## src/rtl/core/sorted_top_k_list_unit_defines.svh

```systemverilog
// Assertion macros shared by the sorted top-K list unit.
// Needs a clock named i_clk and an active-low reset named i_rst_n in scope.
`ifndef SORTED_TOP_K_LIST_UNIT_DEFINES_SVH
`define SORTED_TOP_K_LIST_UNIT_DEFINES_SVH

// The consequent must hold in the same cycle as the antecedent.
`define STKL_ASSERT_SAME(label, ante, cons) \
    label: assert property (@(posedge i_clk) disable iff (!i_rst_n) (ante) |-> (cons)) \
        else $error("sorted top-K list check failed");

// The consequent must hold in the cycle after the antecedent.
`define STKL_ASSERT_NEXT(label, ante, cons) \
    label: assert property (@(posedge i_clk) disable iff (!i_rst_n) (ante) |=> (cons)) \
        else $error("sorted top-K list check failed");

`endif

```

## src/rtl/core/stkl_pkg.sv

```systemverilog
// Package for the sorted top-K list unit: sizes, entry type, command and cell codes.
// Has no dependencies; used by stkl_cell and sorted_top_k_list_unit.
package stkl_pkg;

    localparam int unsigned DEPTH   = 64;
    localparam int unsigned LEN_W   = $clog2(DEPTH + 1);
    localparam int unsigned TAG_W   = 32;
    localparam int unsigned SCORE_W = 32;

    localparam logic [LEN_W-1:0]   LEN_RESET = LEN_W'(DEPTH);
    localparam logic [SCORE_W-1:0] SCORE_MIN = {1'b1, {(SCORE_W - 1){1'b0}}};

    typedef enum logic {
        CMD_INSERT = 1'b0,
        CMD_POP    = 1'b1
    } t_command;

    typedef enum logic [2:0] {
        OP_HOLD,
        OP_LOAD_NEW,
        OP_FROM_PREV,
        OP_FROM_NEXT,
        OP_CLEAR
    } t_cell_op;

    typedef struct packed {
        logic               filled;
        logic [TAG_W-1:0]   tag;
        logic [SCORE_W-1:0] score;
    } t_entry;

    localparam t_entry EMPTY_ENTRY = '{filled: 1'b0, tag: '0, score: SCORE_MIN};

endpackage

```

## src/rtl/core/stkl_cell.sv

```systemverilog
// One slot of the sorted list: holds an entry and loads it from a neighbour,
// from the new request, or from the empty value. Depends on stkl_pkg.
module stkl_cell (
    input  logic              i_clk,
    input  logic              i_rst_n,
    input  stkl_pkg::t_cell_op i_op,
    input  stkl_pkg::t_entry  i_new,
    input  stkl_pkg::t_entry  i_prev,
    input  stkl_pkg::t_entry  i_next,
    output stkl_pkg::t_entry  o_entry,
    output logic              o_ge
);

    stkl_pkg::t_entry r_entry;
    stkl_pkg::t_entry n_entry;

    always_comb begin
        unique case (i_op)
            stkl_pkg::OP_HOLD:      n_entry = r_entry;
            stkl_pkg::OP_LOAD_NEW:  n_entry = i_new;
            stkl_pkg::OP_FROM_PREV: n_entry = i_prev;
            stkl_pkg::OP_FROM_NEXT: n_entry = i_next;
            stkl_pkg::OP_CLEAR:     n_entry = stkl_pkg::EMPTY_ENTRY;
            default:                n_entry = r_entry;
        endcase
    end

    always_ff @(posedge i_clk) begin
        if (!i_rst_n) begin
            r_entry <= stkl_pkg::EMPTY_ENTRY;
        end else begin
            r_entry <= n_entry;
        end
    end

    assign o_entry = r_entry;
    assign o_ge    = $signed(r_entry.score) >= $signed(i_new.score);

endmodule

```

## config.mk

```make
export PLATFORM = sky130hd
export DESIGN_NAME = stkl_cell
export DESIGN_NICKNAME = d
export VERILOG_FILES = /design/src/rtl/core/sorted_top_k_list_unit_defines.svh /design/src/rtl/core/stkl_pkg.sv /design/src/rtl/core/stkl_cell.sv
export SDC_FILE = /design/constraint.sdc
export NUM_CORES = 1
export LEC_CHECK = 0
export ABC_AREA = 1
export CAP_MARGIN = 10
export CORE_AREA = 2 2 102 104
export CTS_CLUSTER_SIZE = 25
export DETAILED_ROUTE_END_ITERATION = 8
export DIE_AREA = 0 0 104 106
export DONT_BUFFER_PORTS = 1
export HOLD_SLACK_MARGIN = 0.15
export PLACE_DENSITY = 0.68
export SLEW_MARGIN = 20
export SYNTH_ARGS = -nofsm -noshare
export SYNTH_HDL_FRONTEND = slang
export SYNTH_SLANG_ARGS = --single-unit
```

## constraint.sdc

```tcl
create_clock -name i_clk -period 4.7 [get_ports i_clk]
set_input_delay 0.705 -clock i_clk [delete_from_list [all_inputs] [get_ports i_clk]]
set_output_delay 0.705 -clock i_clk [all_outputs]
set_load 0.01 [all_outputs]
```

==> impl_metrics.toml <==
[synth]
synth.distinct_cells = 27
synth_area_um2 = 4410
synth_flop_cell = "dfxtp_1"
synth_common_cells = "a21oi_1, dfxtp_1, o21ai_0, a21oi_2, a22oi_2"
yosys_warnings = 0
synthTopCellsByArea = "dfxtp_1, a22oi_2, a21oi_1"
post_synth.cell_area_avg_um2 = 8.43
ys_seq_area_share_pct = 29.5
synth_edf_count = 0
ys_ff_latch = 65
syn_inst = 523
syn_nets = 755
async_flop_share_pct = 0
yosysMostFrequentCell = "a21oi_1"
netlist.top_cell.by_area = "dfxtp_1"
synth_top_area_share_pct = 29.5

[placement]
place_ws_ps = 1920
port_buffers = 0
post-place-cells = 620
place_hpwl_mm = 8.70
place.gp.congestion = 0.772
placed_area_um2 = 4340

[clock_network]
post-cts-setup-buffer-count = 0
cts.sinks = 65
cts_tree = "built"
clk_latency_ps = 330
hold_buffers = 0
cts_resized = 0
cts_buffer_depth = 2
htree_levels = 3
root_buffer = "clkbuf_8"
clk_pin_slew_worst_paths_ps = 70
numCtsBuffers = 9

[detailed_routing]
vias = 3852
first_pass_iters = 6
ant_nets = 0
wl_mm = 12.3
drc_errors = 0
drt-initial-drc-count = 324
drt-wirelength-per-cell_um = 19.3
via_per_inst = 6.06

[timing]
finalHoldViolCount = 0
finalClockSkew_ps = 0
period_minus_slack_ps = 2780
slew_violations = 0
worst_pin_slew_ps = 1010
setup_violations = 0
setup_ws_ps = 1920
fmax_mhz = 359
period_share_pct = 59.2
relSlewSlack_pct = 32.5
rsz0062_at_grt = "false"
tns_ps = 0

[global_routing]
grt_max_degree = 66
grt_use_met2_pct = 36.1
overflow = 0
grt_util_all_layers_pct = 21.2
grt-busiest-layer = "met2"
grt_pass1_vias = 3744
met3_usage_pct = 6.99
grt_pass1_wl_mm = 19.0
use_met1_pct = 25.6
antenna_found_initial = 0

[critical_path]
arrival_ps = 2080
cp.required_ps = 3990
critPathCaptureType = "output port"
worstReg2RegStart = "o_entry[61]"
ff2ff_path_depth = 2
crit_type = "input port to output port"
start_kind = "input port"
r2r-end = "o_entry[61]"
crit_fanout = 4
crit_path_cell_trace = "inv_1 -> ha_1 -> nand2_1 -> nor2_1 -> nand2_1 -> nor3_1 -> nand2_1 -> nand2_1 -> nand2_1 -> nand3_1"
crit_slowest_cell = "ha_1"
slowest_delay_ps = 330
crit_top_cell = "nand2_1"
ff2ff_setup_slack_ps = 3900

[flow_run]
cap_violations = 0

[floorplanning]
ios = 266
core_area_um2 = 10000
dieArea_um2 = 11000
die_h_um = 106
die_w_um = 104
initial_utilization_pct = 44.1
row_count = 37

[hold_path]
hold_class = "input port to register"
worstHoldStart = "i_rst_n"
holdPathEnd = "o_entry[31]"
hold-path-cell-count = 1

[pwr]
p_per_area_nw_per_um2 = 330
p_leak_uw = 0.00180
p_total_uw = 1490
ir_worst_vdd_mv = 0.164

[layout]
seqCellArea_um2 = 1300
diodes = 0
final_cells = 636
num-nets-final = 727
largest_reg_flops = 65
fillers = 983
multi_input_comb_area_um2 = 2680
area_delta_synth_final_pct = 2.64
final_cell_area_um2 = 4530
final_layout_size_suffix_gt1_share_pct = 24.6

[run_status]
status = "completed"
## logic make-up after synthesis
logic type / Yosys count / synth area share, %
AOI/OAI and AO/OA: 280 / 45.8
buffers and inverters: 86 / 10.0
DFF: 65 / 29.5
and+or+nand+nor: 60 / 5.56
adders and majority gates: 32 / 9.08
## critical path: cells and delay by family
kind / cells / cell delay [ps]
buffers and inverters: 1 / 40
adders and majority gates: 1 / 330
and+or+nand+nor: 8 / 1000
## final cells by class
class | count | share of cell area, %
sequential | 65 | 28.8
clock buffer | 11 | 2.90
multi-input combinational | 372 | 59.2
tap | 136 | 3.76
timing repair buffer | 3 | 0.498
clock inverter | 5 | 1.24
inverter | 44 | 3.68
## power breakdown
part	switching, uW	total [uW]	internal (uW)
combinational	204	337	133
sequential	76.9	686	609
clock	225	470	245
## cell usage in the layout (no fill, tap or decap), types with 10 or more instances in the layout
master / synthesis / routed
a22oi_1: 14 / 14
a22oi_2: 50 / 50
ha_1: 32 / 32
a21oi_2: 51 / 51
inv_1: 42 / 42
nand2_1: 39 / 39
nor2_1: 11 / 10
o21ai_0: 58 / 58
dfxtp_1: 65 / 65
a21oi_1: 92 / 92
## layer usage
layer / part of all wire (%) / vias up
met5: 0 / -
met3: 8.1 / 18
li1: - / 1838
met2: 50 / 198
met1: 41 / 1798
met4: 1.4 / 0
## worst max-delay path by stage
stage | cells past startpoint | startpoint | to
6_report | 10 | i_new[31] | o_ge
5_1_grt | 9 | o_entry[31] | o_ge
4_1_cts | 9 | o_entry[31] | o_ge
3_5_place_dp | 10 | i_new[31] | o_ge
3_3_place_gp | 7 | i_op[1] | o_entry[18]
2_1_floorplan | 10 | i_new[31] | o_ge
## per-stage QoR
step	util [%]	hold WS, ps
3_3_place_gp	43.4	552
2_1_floorplan	-	522
3_5_place_dp	43.4	550
6_report	45.3	476
4_1_cts	45.2	457
5_1_grt	45.3	473
Note: power is estimated with default switching activity, not from simulation.
